**config.mk**
```make
export PLATFORM = sky130hd
export DESIGN_NAME = sensor_frame_conditioner
export DESIGN_NICKNAME = d
export VERILOG_FILES = /design/src/rtl/core/sfc_pkg.sv /design/src/rtl/core/sfc_div.sv /design/src/rtl/core/sfc_ctrl.sv /design/src/rtl/core/sfc_datapath.sv /design/src/rtl/core/sensor_frame_conditioner.sv
export SDC_FILE = /design/constraint.sdc
export NUM_CORES = 2
export LEC_CHECK = 0
export ABC_AREA = 1
export BUFFER_PORTS_ARGS = -buffer_cell sky130_fd_sc_hd__buf_2
export CORE_MARGIN = 4
export CORE_UTILIZATION = 50
export CTS_CLUSTER_DIAMETER = 120
export DETAILED_ROUTE_END_ITERATION = 8
export GPL_TIMING_DRIVEN = 0
export PLACE_DENSITY_LB_ADDON = 0.3
export SLEW_MARGIN = 20
export SYNTH_ARGS = -nofsm -noshare
export SYNTH_HDL_FRONTEND = slang
export SYNTH_SLANG_ARGS = --single-unit
```
**constraint.sdc**
```tcl
create_clock -name clock -period 24 [get_ports clock]
set_clock_uncertainty 0.2 [all_clocks]
set_input_delay 2.4 -clock clock [delete_from_list [all_inputs] [get_ports clock]]
set_output_delay 2.4 -clock clock [all_outputs]
set_load 0.01 [all_outputs]
```
**src/rtl/core/sfc_pkg.sv**
```systemverilog
// ----------------------------------------------------------------------------
// sfc_pkg: shared types and constants of the sensor frame conditioner
// Operation codes, controller states, command/status bundles, register
// indexes, fixed conversion constants and the temperature curve.
// ----------------------------------------------------------------------------
package sfc_pkg;

   localparam int ADC_W = 12;
   localparam int NUM_W = 28;
   localparam int DEN_W = 12;
   localparam int DIV_CYCLES = NUM_W / 2;
   localparam int TEMP_CURVE_LEN = 21;

   localparam logic [11:0] ADC_MAX = 12'd4095;
   localparam int ADC_SPAN = 4096;
   localparam logic [14:0] MV_FULL = 15'd3300;
   localparam logic [14:0] MA_PER_A = 15'd1000;

   localparam logic signed [15:0] PRESS_MIN = 16'sd0;
   localparam logic signed [15:0] PRESS_MAX = 16'sd500;
   localparam logic signed [15:0] OXY_MIN = 16'sd0;
   localparam logic signed [15:0] OXY_MAX = 16'sd1000;
   localparam logic signed [15:0] FLOW_MIN = 16'sd0;
   localparam logic signed [15:0] FLOW_MAX = 16'sd150;
   localparam logic signed [15:0] TMOT_MIN = -16'sd200;
   localparam logic signed [15:0] TMOT_MAX = 16'sd1200;
   localparam logic signed [15:0] TAMB_MIN = -16'sd200;
   localparam logic signed [15:0] TAMB_MAX = 16'sd600;
   localparam logic signed [15:0] CUR_MIN = 16'sd0;
   localparam logic signed [15:0] CUR_MAX = 16'sd25000;

   localparam logic [3:0] CSR_PRESSURE_ADC_LOW = 4'd0;
   localparam logic [3:0] CSR_PRESSURE_ADC_HIGH = 4'd1;
   localparam logic [3:0] CSR_PRESSURE_FULL_SCALE = 4'd2;
   localparam logic [3:0] CSR_OXYGEN_ADC_HIGH = 4'd3;
   localparam logic [3:0] CSR_OXYGEN_FULL_SCALE = 4'd4;
   localparam logic [3:0] CSR_FLOW_ADC_HIGH = 4'd5;
   localparam logic [3:0] CSR_FLOW_FULL_SCALE = 4'd6;
   localparam logic [3:0] CSR_CURRENT_ZERO_OFFSET = 4'd7;

   typedef enum logic [3:0] {
      OP_P_TANK, OP_P_BED_A, OP_P_BED_B, OP_OXY, OP_FLOW, OP_TEMP_MOT,
      OP_TEMP_AMB, OP_MV, OP_CUR, OP_SM_TANK, OP_SM_OXY, OP_SM_FLOW
   } op_type;

   localparam op_type OP_LAST = OP_SM_FLOW;

   typedef enum logic [2:0] {
      ST_IDLE, ST_SETUP, ST_DIV, ST_STORE, ST_FINISH
   } state_type;

   typedef struct packed {
      logic   load;
      logic   setup;
      logic   store;
      logic   publish;
      op_type op;
   } cmd_type;

   typedef struct packed {
      logic bypass;
      logic div_done;
   } sts_type;

   function automatic logic signed [15:0] sat16(input logic signed [31:0] v);
      logic signed [15:0] r;
      if (v > 32'sd32767) r = 16'sd32767;
      else if (v < -32'sd32768) r = -16'sd32768;
      else r = v[15:0];
      return r;
   endfunction

   function automatic logic signed [11:0] temp_curve(input logic [4:0] idx);
      logic signed [11:0] r;
      case (idx)
         5'd0: r = 12'sd1200;
         5'd1: r = 12'sd1100;
         5'd2: r = 12'sd1000;
         5'd3: r = 12'sd900;
         5'd4: r = 12'sd800;
         5'd5: r = 12'sd700;
         5'd6: r = 12'sd600;
         5'd7: r = 12'sd550;
         5'd8: r = 12'sd500;
         5'd9: r = 12'sd450;
         5'd10: r = 12'sd400;
         5'd11: r = 12'sd350;
         5'd12: r = 12'sd300;
         5'd13: r = 12'sd250;
         5'd14: r = 12'sd200;
         5'd15: r = 12'sd150;
         5'd16: r = 12'sd100;
         5'd17: r = 12'sd50;
         5'd18: r = 12'sd0;
         5'd19: r = -12'sd50;
         5'd20: r = -12'sd100;
         default: r = -12'sd100;
      endcase
      return r;
   endfunction

endpackage

```
**src/rtl/core/sfc_div.sv**
```systemverilog
// ----------------------------------------------------------------------------
// sfc_div: shared unsigned divider
// Restoring division, two quotient bits per cycle; done holds until the
// next start.
// ----------------------------------------------------------------------------
module sfc_div (
   input  logic                       clock,
   input  logic                       reset,
   input  logic                       start,
   input  logic [sfc_pkg::NUM_W-1:0]  num,
   input  logic [sfc_pkg::DEN_W-1:0]  den,
   output logic [sfc_pkg::NUM_W-1:0]  quo,
   output logic                       done
);

   logic [sfc_pkg::NUM_W-1:0] work_ff, work_in;
   logic [sfc_pkg::DEN_W-1:0] rem_ff, rem_in;
   logic [sfc_pkg::DEN_W-1:0] den_ff;
   logic [3:0]                cnt_ff, cnt_in;
   logic                      done_ff, done_in;

   always_comb begin
      logic [sfc_pkg::DEN_W:0]   sh;
      logic [sfc_pkg::DEN_W-1:0] r;
      logic [sfc_pkg::NUM_W-1:0] w;
      r = rem_ff;
      w = work_ff;
      for (int i = 0; i < 2; i++) begin
         sh = {r, w[sfc_pkg::NUM_W-1]};
         w = {w[sfc_pkg::NUM_W-2:0], 1'b0};
         if (sh >= {1'b0, den_ff}) begin
            r = sh[sfc_pkg::DEN_W-1:0] - den_ff;
            w[0] = 1'b1;
         end else begin
            r = sh[sfc_pkg::DEN_W-1:0];
         end
      end
      work_in = work_ff;
      rem_in = rem_ff;
      cnt_in = cnt_ff;
      done_in = done_ff;
      if (start) begin
         work_in = num;
         rem_in = '0;
         cnt_in = 4'(sfc_pkg::DIV_CYCLES);
         done_in = 1'b0;
      end else if (cnt_ff != 4'd0) begin
         work_in = w;
         rem_in = r;
         cnt_in = cnt_ff - 4'd1;
         done_in = (cnt_ff == 4'd1);
      end
   end

   always_ff @(posedge clock) begin
      if (reset) begin
         cnt_ff <= '0;
         done_ff <= 1'b0;
      end else begin
         cnt_ff <= cnt_in;
         done_ff <= done_in;
      end
      work_ff <= work_in;
      rem_ff <= rem_in;
      if (start) den_ff <= den;
   end

   assign quo = work_ff;
   assign done = done_ff;

endmodule

```
**src/rtl/core/sfc_ctrl.sv**
```systemverilog
// ----------------------------------------------------------------------------
// sfc_ctrl: frame sequencer
// Walks the conversion operations in order and owns both handshakes.
// ----------------------------------------------------------------------------
module sfc_ctrl (
   input  logic              clock,
   input  logic              reset,
   input  logic              req_valid,
   output logic              req_ready,
   output logic              rsp_valid,
   input  logic              rsp_ready,
   input  sfc_pkg::sts_type  sts,
   output sfc_pkg::cmd_type  cmd
);

   sfc_pkg::state_type state_ff, state_in;
   sfc_pkg::op_type    op_ff, op_in;
   logic               rsp_valid_ff, rsp_valid_in;
   logic               out_free;

   assign out_free = !rsp_valid_ff || rsp_ready;

   always_comb begin
      state_in = state_ff;
      op_in = op_ff;
      case (state_ff)
         sfc_pkg::ST_IDLE: begin
            op_in = sfc_pkg::OP_P_TANK;
            if (req_valid) state_in = sfc_pkg::ST_SETUP;
         end
         sfc_pkg::ST_SETUP: begin
            state_in = sts.bypass ? sfc_pkg::ST_STORE : sfc_pkg::ST_DIV;
         end
         sfc_pkg::ST_DIV: begin
            if (sts.div_done) state_in = sfc_pkg::ST_STORE;
         end
         sfc_pkg::ST_STORE: begin
            if (op_ff == sfc_pkg::OP_LAST) begin
               state_in = sfc_pkg::ST_FINISH;
            end else begin
               state_in = sfc_pkg::ST_SETUP;
               op_in = sfc_pkg::op_type'(4'(op_ff + 4'd1));
            end
         end
         sfc_pkg::ST_FINISH: begin
            if (out_free) state_in = sfc_pkg::ST_IDLE;
         end
         default: state_in = sfc_pkg::ST_IDLE;
      endcase
   end

   always_comb begin
      cmd.load = (state_ff == sfc_pkg::ST_IDLE) && req_valid;
      cmd.setup = (state_ff == sfc_pkg::ST_SETUP);
      cmd.store = (state_ff == sfc_pkg::ST_STORE);
      cmd.publish = (state_ff == sfc_pkg::ST_FINISH) && out_free;
      cmd.op = op_ff;
      req_ready = (state_ff == sfc_pkg::ST_IDLE);
      if (cmd.publish) rsp_valid_in = 1'b1;
      else if (rsp_ready) rsp_valid_in = 1'b0;
      else rsp_valid_in = rsp_valid_ff;
   end

   always_ff @(posedge clock) begin
      if (reset) begin
         state_ff <= sfc_pkg::ST_IDLE;
         op_ff <= sfc_pkg::OP_P_TANK;
         rsp_valid_ff <= 1'b0;
      end else begin
         state_ff <= state_in;
         op_ff <= op_in;
         rsp_valid_ff <= rsp_valid_in;
      end
   end

   assign rsp_valid = rsp_valid_ff;

endmodule

```
**src/rtl/core/sfc_datapath.sv**
```systemverilog
// ----------------------------------------------------------------------------
// sfc_datapath: conversion datapath
// Configuration registers, frame capture, operand setup with one multiplier,
// the shared divider, result registers, filters and the output register.
// ----------------------------------------------------------------------------
module sfc_datapath #(
   parameter int TEMP_TABLE_ENTRIES = 21,
   parameter int SMOOTHING_DIVISOR = 16,
   parameter int CURRENT_SENSITIVITY_MV = 185
) (
   input  logic                clock,
   input  logic                reset,
   input  sfc_pkg::cmd_type    cmd,
   output sfc_pkg::sts_type    sts,
   input  logic                csr_valid,
   input  logic [3:0]          csr_index,
   input  logic [15:0]         csr_data,
   input  logic [11:0]         req_raw_tank_pressure,
   input  logic [11:0]         req_raw_bed_a_pressure,
   input  logic [11:0]         req_raw_bed_b_pressure,
   input  logic [11:0]         req_raw_oxygen,
   input  logic [11:0]         req_raw_flow,
   input  logic [11:0]         req_raw_motor_temp,
   input  logic [11:0]         req_raw_ambient_temp,
   input  logic [11:0]         req_raw_drive_current,
   input  logic [31:0]         req_sample_time,
   output logic signed [15:0]  rsp_tank_pressure,
   output logic signed [15:0]  rsp_bed_a_pressure,
   output logic signed [15:0]  rsp_bed_b_pressure,
   output logic signed [15:0]  rsp_oxygen_purity,
   output logic signed [15:0]  rsp_flow_dlpm,
   output logic signed [11:0]  rsp_motor_temp,
   output logic signed [11:0]  rsp_ambient_temp,
   output logic signed [15:0]  rsp_drive_current,
   output logic [31:0]         rsp_frame_time,
   output logic [7:0]          rsp_valid_mask
);

   localparam int TEMP_STEP = sfc_pkg::ADC_SPAN / TEMP_TABLE_ENTRIES;
   localparam int IDX_MAX = (TEMP_TABLE_ENTRIES - 2 < sfc_pkg::TEMP_CURVE_LEN - 1) ?
                            TEMP_TABLE_ENTRIES - 2 : sfc_pkg::TEMP_CURVE_LEN - 1;

   // configuration
   logic [11:0] p_low_ff, p_high_ff, o_high_ff, f_high_ff, cur_off_ff;
   logic [14:0] p_fs_ff, o_fs_ff, f_fs_ff;

   always_ff @(posedge clock) begin
      if (reset) begin
         p_low_ff <= 12'd0;
         p_high_ff <= 12'd4095;
         p_fs_ff <= 15'd500;
         o_high_ff <= 12'd4095;
         o_fs_ff <= 15'd1000;
         f_high_ff <= 12'd4095;
         f_fs_ff <= 15'd150;
         cur_off_ff <= 12'd2500;
      end else if (csr_valid) begin
         case (csr_index)
            sfc_pkg::CSR_PRESSURE_ADC_LOW: p_low_ff <= csr_data[11:0];
            sfc_pkg::CSR_PRESSURE_ADC_HIGH: p_high_ff <= csr_data[11:0];
            sfc_pkg::CSR_PRESSURE_FULL_SCALE: p_fs_ff <= csr_data[14:0];
            sfc_pkg::CSR_OXYGEN_ADC_HIGH: o_high_ff <= csr_data[11:0];
            sfc_pkg::CSR_OXYGEN_FULL_SCALE: o_fs_ff <= csr_data[14:0];
            sfc_pkg::CSR_FLOW_ADC_HIGH: f_high_ff <= csr_data[11:0];
            sfc_pkg::CSR_FLOW_FULL_SCALE: f_fs_ff <= csr_data[14:0];
            sfc_pkg::CSR_CURRENT_ZERO_OFFSET: cur_off_ff <= csr_data[11:0];
            default: ;
         endcase
      end
   end

   // frame capture and intermediate results
   logic [11:0]        raw_ff [0:7];
   logic [31:0]        time_ff;
   logic signed [15:0] press_ff [0:2];
   logic signed [15:0] oxy_ff, flow_ff, cur_ff;
   logic signed [11:0] tmot_ff, tamb_ff;
   logic [11:0]        mv_ff;
   logic signed [15:0] acc_ff [0:2];

   // operand setup
   logic [11:0]               adc;
   logic [12:0]               mul_a;
   logic [14:0]               mul_b;
   logic [sfc_pkg::NUM_W-1:0] product, num_direct, div_num;
   logic [sfc_pkg::DEN_W-1:0] den;
   logic                      use_mul, su_byp, su_neg;
   logic signed [15:0]        su_byp_val;
   logic signed [12:0]        cur_d;
   logic signed [16:0]        sm_d;
   logic signed [15:0]        sm_x, sm_s;
   logic [1:0]                sm_idx;

   always_comb begin
      case (cmd.op)
         sfc_pkg::OP_P_TANK: adc = raw_ff[0];
         sfc_pkg::OP_P_BED_A: adc = raw_ff[1];
         sfc_pkg::OP_P_BED_B: adc = raw_ff[2];
         sfc_pkg::OP_OXY: adc = raw_ff[3];
         sfc_pkg::OP_FLOW: adc = raw_ff[4];
         sfc_pkg::OP_TEMP_MOT: adc = raw_ff[5];
         sfc_pkg::OP_TEMP_AMB: adc = raw_ff[6];
         sfc_pkg::OP_MV: adc = raw_ff[7];
         default: adc = '0;
      endcase
      case (cmd.op)
         sfc_pkg::OP_SM_OXY: begin
            sm_idx = 2'd1;
            sm_x = oxy_ff;
         end
         sfc_pkg::OP_SM_FLOW: begin
            sm_idx = 2'd2;
            sm_x = flow_ff;
         end
         default: begin
            sm_idx = 2'd0;
            sm_x = press_ff[0];
         end
      endcase
   end

   assign sm_s = acc_ff[sm_idx];
   assign sm_d = 17'(sm_x) - 17'(sm_s);
   assign cur_d = $signed({1'b0, mv_ff}) - $signed({1'b0, cur_off_ff});

   always_comb begin
      su_byp = 1'b0;
      su_byp_val = '0;
      su_neg = 1'b0;
      use_mul = 1'b1;
      mul_a = '0;
      mul_b = '0;
      num_direct = '0;
      den = '0;
      case (cmd.op)
         sfc_pkg::OP_P_TANK, sfc_pkg::OP_P_BED_A, sfc_pkg::OP_P_BED_B: begin
            if (adc <= p_low_ff) begin
               su_byp = 1'b1;
            end else if (adc >= p_high_ff) begin
               su_byp = 1'b1;
               su_byp_val = $signed({1'b0, p_fs_ff});
            end else begin
               mul_a = {1'b0, adc - p_low_ff};
               mul_b = p_fs_ff;
               den = p_high_ff - p_low_ff;
            end
         end
         sfc_pkg::OP_OXY: begin
            if (adc >= o_high_ff) begin
               su_byp = 1'b1;
               su_byp_val = $signed({1'b0, o_fs_ff});
            end else begin
               mul_a = {1'b0, adc};
               mul_b = o_fs_ff;
               den = o_high_ff;
            end
         end
         sfc_pkg::OP_FLOW: begin
            if (f_high_ff == 12'd0) begin
               su_byp = 1'b1;
               su_byp_val = $signed({1'b0, f_fs_ff});
            end else begin
               mul_a = {1'b0, adc};
               mul_b = f_fs_ff;
               den = f_high_ff;
            end
         end
         sfc_pkg::OP_TEMP_MOT, sfc_pkg::OP_TEMP_AMB: begin
            mul_a = {1'b0, adc};
            mul_b = 15'd1;
            den = sfc_pkg::DEN_W'(TEMP_STEP);
         end
         sfc_pkg::OP_MV: begin
            mul_a = {1'b0, adc};
            mul_b = sfc_pkg::MV_FULL;
            den = sfc_pkg::ADC_MAX;
         end
         sfc_pkg::OP_CUR: begin
            su_neg = cur_d[12];
            mul_a = su_neg ? 13'(-cur_d) : 13'(cur_d);
            mul_b = sfc_pkg::MA_PER_A;
            den = sfc_pkg::DEN_W'(CURRENT_SENSITIVITY_MV);
         end
         sfc_pkg::OP_SM_TANK, sfc_pkg::OP_SM_OXY, sfc_pkg::OP_SM_FLOW: begin
            use_mul = 1'b0;
            su_neg = sm_d[16];
            num_direct = sfc_pkg::NUM_W'(su_neg ? 17'(-sm_d) : 17'(sm_d));
            den = sfc_pkg::DEN_W'(SMOOTHING_DIVISOR);
         end
         default: ;
      endcase
   end

   assign product = mul_a * mul_b;
   assign div_num = use_mul ? product : num_direct;
   assign sts.bypass = su_byp;

   logic [sfc_pkg::NUM_W-1:0] quo;
   logic                      div_done;

   sfc_div u_div (
      .clock (clock),
      .reset (reset),
      .start (cmd.setup && !su_byp),
      .num   (div_num),
      .den   (den),
      .quo   (quo),
      .done  (div_done)
   );

   assign sts.div_done = div_done;

   logic               byp_ff, neg_ff;
   logic signed [15:0] byp_val_ff;

   always_ff @(posedge clock) begin
      if (cmd.setup) begin
         byp_ff <= su_byp;
         byp_val_ff <= su_byp_val;
         neg_ff <= su_neg;
      end
   end

   // result store
   logic signed [sfc_pkg::NUM_W:0] qs;
   logic signed [15:0]             q_val, flow_q;
   logic [4:0]                     t_idx;

   assign qs = neg_ff ? -$signed({1'b0, quo}) : $signed({1'b0, quo});
   assign q_val = byp_ff ? byp_val_ff : $signed(quo[15:0]);
   assign flow_q = byp_ff ? byp_val_ff :
                   (quo > sfc_pkg::NUM_W'(32767)) ? 16'sd32767 : $signed(quo[15:0]);
   assign t_idx = (quo > sfc_pkg::NUM_W'(IDX_MAX)) ? 5'(IDX_MAX) : quo[4:0];

   always_ff @(posedge clock) begin
      if (cmd.load) begin
         raw_ff[0] <= req_raw_tank_pressure;
         raw_ff[1] <= req_raw_bed_a_pressure;
         raw_ff[2] <= req_raw_bed_b_pressure;
         raw_ff[3] <= req_raw_oxygen;
         raw_ff[4] <= req_raw_flow;
         raw_ff[5] <= req_raw_motor_temp;
         raw_ff[6] <= req_raw_ambient_temp;
         raw_ff[7] <= req_raw_drive_current;
         time_ff <= req_sample_time;
      end
      if (cmd.store) begin
         case (cmd.op)
            sfc_pkg::OP_P_TANK: press_ff[0] <= q_val;
            sfc_pkg::OP_P_BED_A: press_ff[1] <= q_val;
            sfc_pkg::OP_P_BED_B: press_ff[2] <= q_val;
            sfc_pkg::OP_OXY: oxy_ff <= q_val;
            sfc_pkg::OP_FLOW: flow_ff <= flow_q;
            sfc_pkg::OP_TEMP_MOT: tmot_ff <= sfc_pkg::temp_curve(t_idx);
            sfc_pkg::OP_TEMP_AMB: tamb_ff <= sfc_pkg::temp_curve(t_idx);
            sfc_pkg::OP_MV: mv_ff <= quo[11:0];
            sfc_pkg::OP_CUR: cur_ff <= sfc_pkg::sat16(32'(qs));
            default: ;
         endcase
      end
   end

   // filter accumulators
   always_ff @(posedge clock) begin
      if (reset) begin
         for (int i = 0; i < 3; i++) acc_ff[i] <= '0;
      end else if (cmd.store && (cmd.op == sfc_pkg::OP_SM_TANK ||
                                 cmd.op == sfc_pkg::OP_SM_OXY ||
                                 cmd.op == sfc_pkg::OP_SM_FLOW)) begin
         acc_ff[sm_idx] <= sfc_pkg::sat16(32'(sm_s) + 32'(qs));
      end
   end

   // output register
   logic [7:0] mask;

   always_comb begin
      mask[0] = acc_ff[0] >= sfc_pkg::PRESS_MIN && acc_ff[0] <= sfc_pkg::PRESS_MAX;
      mask[1] = press_ff[1] >= sfc_pkg::PRESS_MIN && press_ff[1] <= sfc_pkg::PRESS_MAX;
      mask[2] = press_ff[2] >= sfc_pkg::PRESS_MIN && press_ff[2] <= sfc_pkg::PRESS_MAX;
      mask[3] = acc_ff[1] >= sfc_pkg::OXY_MIN && acc_ff[1] <= sfc_pkg::OXY_MAX;
      mask[4] = acc_ff[2] >= sfc_pkg::FLOW_MIN && acc_ff[2] <= sfc_pkg::FLOW_MAX;
      mask[5] = 16'(tmot_ff) >= sfc_pkg::TMOT_MIN && 16'(tmot_ff) <= sfc_pkg::TMOT_MAX;
      mask[6] = 16'(tamb_ff) >= sfc_pkg::TAMB_MIN && 16'(tamb_ff) <= sfc_pkg::TAMB_MAX;
      mask[7] = cur_ff >= sfc_pkg::CUR_MIN && cur_ff <= sfc_pkg::CUR_MAX;
   end

   always_ff @(posedge clock) begin
      if (cmd.publish) begin
         rsp_tank_pressure <= acc_ff[0];
         rsp_bed_a_pressure <= press_ff[1];
         rsp_bed_b_pressure <= press_ff[2];
         rsp_oxygen_purity <= acc_ff[1];
         rsp_flow_dlpm <= acc_ff[2];
         rsp_motor_temp <= tmot_ff;
         rsp_ambient_temp <= tamb_ff;
         rsp_drive_current <= cur_ff;
         rsp_frame_time <= time_ff;
         rsp_valid_mask <= mask;
      end
   end

endmodule

```
**src/rtl/core/sensor_frame_conditioner.sv**
```systemverilog
// ----------------------------------------------------------------------------
// sensor_frame_conditioner: sensor frame to engineering units
// Top level: sequencer, conversion datapath and the assertions.
// ----------------------------------------------------------------------------
// One frame of eight ADC readings is taken per transaction and converted in
// twelve steps through a single shared divider that retires two quotient
// bits per cycle: three pressures, oxygen, flow, two temperature lookups,
// current millivolts, motor current and three filter updates. Each step
// passes through a setup state, the divide state until the divider is done
// and a store state, or only setup and store when a clamp or a zero flow
// span decides the value. A new frame is accepted once the previous one has
// been converted and moved into the output register, even while its result
// still waits there. Configuration writes are always taken and must only be
// issued while the block is idle.
// ----------------------------------------------------------------------------
module sensor_frame_conditioner #(
   parameter int TEMP_TABLE_ENTRIES = 21,
   parameter int SMOOTHING_DIVISOR = 16,
   parameter int CURRENT_SENSITIVITY_MV = 185
) (
   input  logic                clock,
   input  logic                reset,
   input  logic                csr_valid,
   output logic                csr_ready,
   input  logic [3:0]          csr_index,
   input  logic [15:0]         csr_data,
   input  logic                req_valid,
   output logic                req_ready,
   input  logic [11:0]         req_raw_tank_pressure,
   input  logic [11:0]         req_raw_bed_a_pressure,
   input  logic [11:0]         req_raw_bed_b_pressure,
   input  logic [11:0]         req_raw_oxygen,
   input  logic [11:0]         req_raw_flow,
   input  logic [11:0]         req_raw_motor_temp,
   input  logic [11:0]         req_raw_ambient_temp,
   input  logic [11:0]         req_raw_drive_current,
   input  logic [31:0]         req_sample_time,
   output logic                rsp_valid,
   input  logic                rsp_ready,
   output logic signed [15:0]  rsp_tank_pressure,
   output logic signed [15:0]  rsp_bed_a_pressure,
   output logic signed [15:0]  rsp_bed_b_pressure,
   output logic signed [15:0]  rsp_oxygen_purity,
   output logic signed [15:0]  rsp_flow_dlpm,
   output logic signed [11:0]  rsp_motor_temp,
   output logic signed [11:0]  rsp_ambient_temp,
   output logic signed [15:0]  rsp_drive_current,
   output logic [31:0]         rsp_frame_time,
   output logic [7:0]          rsp_valid_mask
);

   sfc_pkg::cmd_type cmd;
   sfc_pkg::sts_type sts;

   // register writes take effect in the following cycle, never stall
   assign csr_ready = 1'b1;

   sfc_ctrl u_ctrl (
      .clock     (clock),
      .reset     (reset),
      .req_valid (req_valid),
      .req_ready (req_ready),
      .rsp_valid (rsp_valid),
      .rsp_ready (rsp_ready),
      .sts       (sts),
      .cmd       (cmd)
   );

   sfc_datapath #(
      .TEMP_TABLE_ENTRIES     (TEMP_TABLE_ENTRIES),
      .SMOOTHING_DIVISOR      (SMOOTHING_DIVISOR),
      .CURRENT_SENSITIVITY_MV (CURRENT_SENSITIVITY_MV)
   ) u_dp (
      .clock                  (clock),
      .reset                  (reset),
      .cmd                    (cmd),
      .sts                    (sts),
      .csr_valid              (csr_valid),
      .csr_index              (csr_index),
      .csr_data               (csr_data),
      .req_raw_tank_pressure  (req_raw_tank_pressure),
      .req_raw_bed_a_pressure (req_raw_bed_a_pressure),
      .req_raw_bed_b_pressure (req_raw_bed_b_pressure),
      .req_raw_oxygen         (req_raw_oxygen),
      .req_raw_flow           (req_raw_flow),
      .req_raw_motor_temp     (req_raw_motor_temp),
      .req_raw_ambient_temp   (req_raw_ambient_temp),
      .req_raw_drive_current  (req_raw_drive_current),
      .req_sample_time        (req_sample_time),
      .rsp_tank_pressure      (rsp_tank_pressure),
      .rsp_bed_a_pressure     (rsp_bed_a_pressure),
      .rsp_bed_b_pressure     (rsp_bed_b_pressure),
      .rsp_oxygen_purity      (rsp_oxygen_purity),
      .rsp_flow_dlpm          (rsp_flow_dlpm),
      .rsp_motor_temp         (rsp_motor_temp),
      .rsp_ambient_temp       (rsp_ambient_temp),
      .rsp_drive_current      (rsp_drive_current),
      .rsp_frame_time         (rsp_frame_time),
      .rsp_valid_mask         (rsp_valid_mask)
   );

   // an accepted frame goes straight to its first setup step
   a_load_setup: assert property (@(posedge clock) disable iff (reset)
      req_valid && req_ready |=> cmd.setup)
      else $error("frame accepted without starting conversion");

   // never overwrite a result that is still waiting
   a_publish_free: assert property (@(posedge clock) disable iff (reset)
      cmd.publish |-> !rsp_valid || rsp_ready)
      else $error("output register overwritten before transaction");

   // a store follows either a bypassed setup or a finished division
   a_store_src: assert property (@(posedge clock) disable iff (reset)
      cmd.store |-> $past(cmd.setup && sts.bypass) || $past(sts.div_done))
      else $error("store without a quotient or bypass value");

endmodule
```
==> flow_metrics.py <==
metrics = {
    "clocking": {
        "post_cts_buffers": 0,
        "cts_tree": "done",
        "numCtsBuffers": 71,
        "clkLatencyLatePin_ps": 650,
        "cts_sinks": 667,
        "htreeDepth": 3,
        "ctsHoldBuffers": 0,
        "post_cts_resize_count": 0,
        "cts.path.max_buffers": 3,
        "cts-root-buf": "clkbuf_16",
        "clk_pin_slew_ps": 70,
    },
    "grt": {
        "grt.overflow.total": 0,
        "grt_max_degree": 32,
        "grt_pass1_wl_mm": 178,
        "antenna_found_initial": 2,
        "grt_pass1_vias": 31400,
        "grt_use_total_pct": 26.7,
    },
    "cells_and_area": {
        "regArea_um2": 18700,
        "multi_input_area_um2": 18600,
        "drive_above_1_share_pct": 12.8,
        "num-fill-cells": 6942,
        "nNetsFinal": 5255,
        "stdcell_area_um2": 45800,
        "area_delta_synth_final_pct": 14.0,
        "num_antenna_cells": 0,
    },
    "synth": {
        "ys_seq_area_share_pct": 46.6,
        "synth_top_area_share_pct": 40.1,
        "async_reset_ff_share_pct": 0,
        "synth_edf_count": 537,
        "synth_area_leaders": "edfxtp_1 (40%), nand2_1 (8.1%), fa_1 (7.5%)",
        "synth_cells": 4329,
        "yosys_warnings": 0,
        "ys_ff_latch": 667,
        "synthSimpleGateAreaFrac_pct": 17.7,
        "avgSynthCellArea_um2": 9.28,
        "ys.flop_type": "edfxtp_1",
        "synth_cell_type_count": 74,
        "synthAdderAreaFrac_pct": 14.0,
        "synth-xor-area-share_pct": 2.18,
        "synth_compound_area_share_pct": 12.0,
        "synth_top_family_by_area": "simple AND/OR/NAND/NOR gates",
        "syn_area_um2": 40200,
        "synth_mux_area_share_pct": 0,
        "yosysTopAreaCell": "edfxtp_1",
    },
    "timing": {
        "tightest_slew_ps": 1100,
        "period_needed_ps": 10660,
        "holdWs_ps": 215,
        "tns_ps": 0,
        "hold_viol": 0,
        "grt_setup_unrepaired": "no",
        "max_freq_mhz": 93.8,
        "final-max-slew-violation-count": 0,
        "setup_viol": 0,
        "period_share_pct": 44.4,
        "slew_headroom_pct": 26.1,
    },
    "floorplanning": {
        "die_h_um": 291,
        "fp.dieW_um": 291,
        "initial_utilization_pct": 50.7,
        "ios": 316,
        "core-area_um2": 79300,
        "num_rows": 103,
        "die_area_um2": 85000,
    },
    "place": {
        "dp_hpwl_mm": 91.4,
        "gp_congestion": 0.989,
        "placed_area_um2": 43500,
        "numPortBuffers": 309,
    },
    "routing": {
        "wl_mm": 116,
        "viasPerCell": 5.55,
        "dr.pass1.iters": 6,
        "drt_iter0_drc": 3055,
        "vias": 32400,
        "drtAntennaViolNets": 0,
        "routedWlPerCell_um": 19.8,
        "route.detailed.drc": 0,
    },
    "critical_path": {
        "cp-end-kind": "flip-flop",
        "cp_max_fo": 10,
        "critPathBufInv": 9,
        "cp_data_arrival_time_ps": 10850,
        "cp_top_family": "adder cells",
        "slowest_delay_ps": 550,
        "crit_top_cell": "nand2_1",
        "cp.required_ps": 24180,
        "cp_slowest_cell": "clkbuf_1",
        "critPathKind": "reg2reg",
        "startpoint_type": "flip-flop",
    },
    "outcome": {
        "status": "finished clean",
    },
    "power": {
        "ir_worst_vdd_uv": 173,
        "power_density_nw_per_um2": 139,
        "p_leak_uw": 0.0199,
    },
    "worst_hold_path": {
        "hold_path.class": "reg2reg",
    },
    "flow_run": {
        "drv_cap": 0,
    },
}
per-stage QoR:
step                instances  setup slack [ps]  utilization (%)  total power, uW
floorplan                4340             14150                -             4250
global placement         5699             11740             54.4             5180
detailed placement       5718             13620             54.8             5230
CTS                      5849             13580             57.8             6340
global route             5849             12800             57.8             6930
finish                   5849             13340             57.8             6350
state kept, by name (all words and copies together) (netlist names), 28 cells and up:
signal               cells
u_dp.time_ff            32
u_dp.raw_ff             96
u_dp.u_div.quo          28
u_dp.press_ff           48
u_dp.acc_ff             64
u_dp.rsp_frame_time     32
cells by family after synthesis:
kind of cell | after synthesis
other | 2
xor gates and xnor gates | 100
adders and majority gates | 361
DFF | 667
buffers and inverters | 761
AOI/OAI and AO/OA | 804
and+or+nand+nor | 1634
power by group:
part           switching [uW]  internal (uW)  total (uW)
clock network             477            628        1110
registers                84.5           1410        1500
logic                    2470           1280        3750
worst register-to-register path: cells and delay by family, from the launching register on:
family	cells	cell delay, ps
AOI/OAI and AO/OA	8	1330
and+or+nand+nor	18	2700
buffers and inverters	9	2050
DFF	1	360
xor gates and xnor gates	2	460
adders and majority gates	8	3290
metal layers:
layer  part of all wire, %  vias to the layer above  track usage, %  routed length (um)
li1                      -                    15500               -                   -
met1                    40                    15300            34.3               46200
met2                    48                     1350            45.1               55200
met3                   8.1                      290            4.65                9410
met4                   4.5                        2            11.0                5180
met5                0.0095                        -               0                  11
Yosys cell counts (all sizes together), types with 23 or more instances:
cell    count
ha        211
clkbuf     68
o211ai     57
o21ai     279
inv       643
dfxtp     130
o221ai     23
fa        150
nand3     225
nor3       50
nand4      53
edfxtp    537
xor2       68
xnor2      32
nand2     881
a22o       25
nor2      373
buf        43
a21oi     281
final timing paths:
kind / from / end / slack (ps) / depth (start not counted)
min: u_dp.time_ff[2] / u_dp.rsp_frame_time[2] / 210 / 0
max reg2reg: u_ctrl.op_ff[0] / u_dp.u_div.quo[25] / 13340 / 45
min reg2reg: u_dp.time_ff[2] / u_dp.rsp_frame_time[2] / 210 / 0
max: u_ctrl.op_ff[0] / u_dp.u_div.quo[25] / 13340 / 45
cells in the final DEF, fill, tap and decap left out, types with 32 or more instances in the layout:
master,count
a21oi_1,276
buf_2,332
clkbuf_1,87
clkbuf_16,71
dfxtp_1,130
edfxtp_1,537
fa_1,150
ha_1,211
inv_1,622
nand2_1,862
nand3_1,217
nand4_1,52
nor2_1,321
nor2_2,35
nor3_1,43
o211ai_1,54
o21ai_0,250
xnor2_1,32
xor2_1,68
area by class of cell:
| cell class | count | area share [%] |
|---|---|---|
| well taps | 1050 | 2.87 |
| clock inverters | 36 | 1.04 |
| repair buffers | 328 | 4.05 |
| multi-input cells | 2912 | 40.5 |
| plain buffers | 111 | 1.19 |
| flip-flops and latches | 667 | 40.9 |
| inverters | 650 | 5.33 |
| clock buffers | 95 | 4.10 |
(Power assumes the default switching activity.)
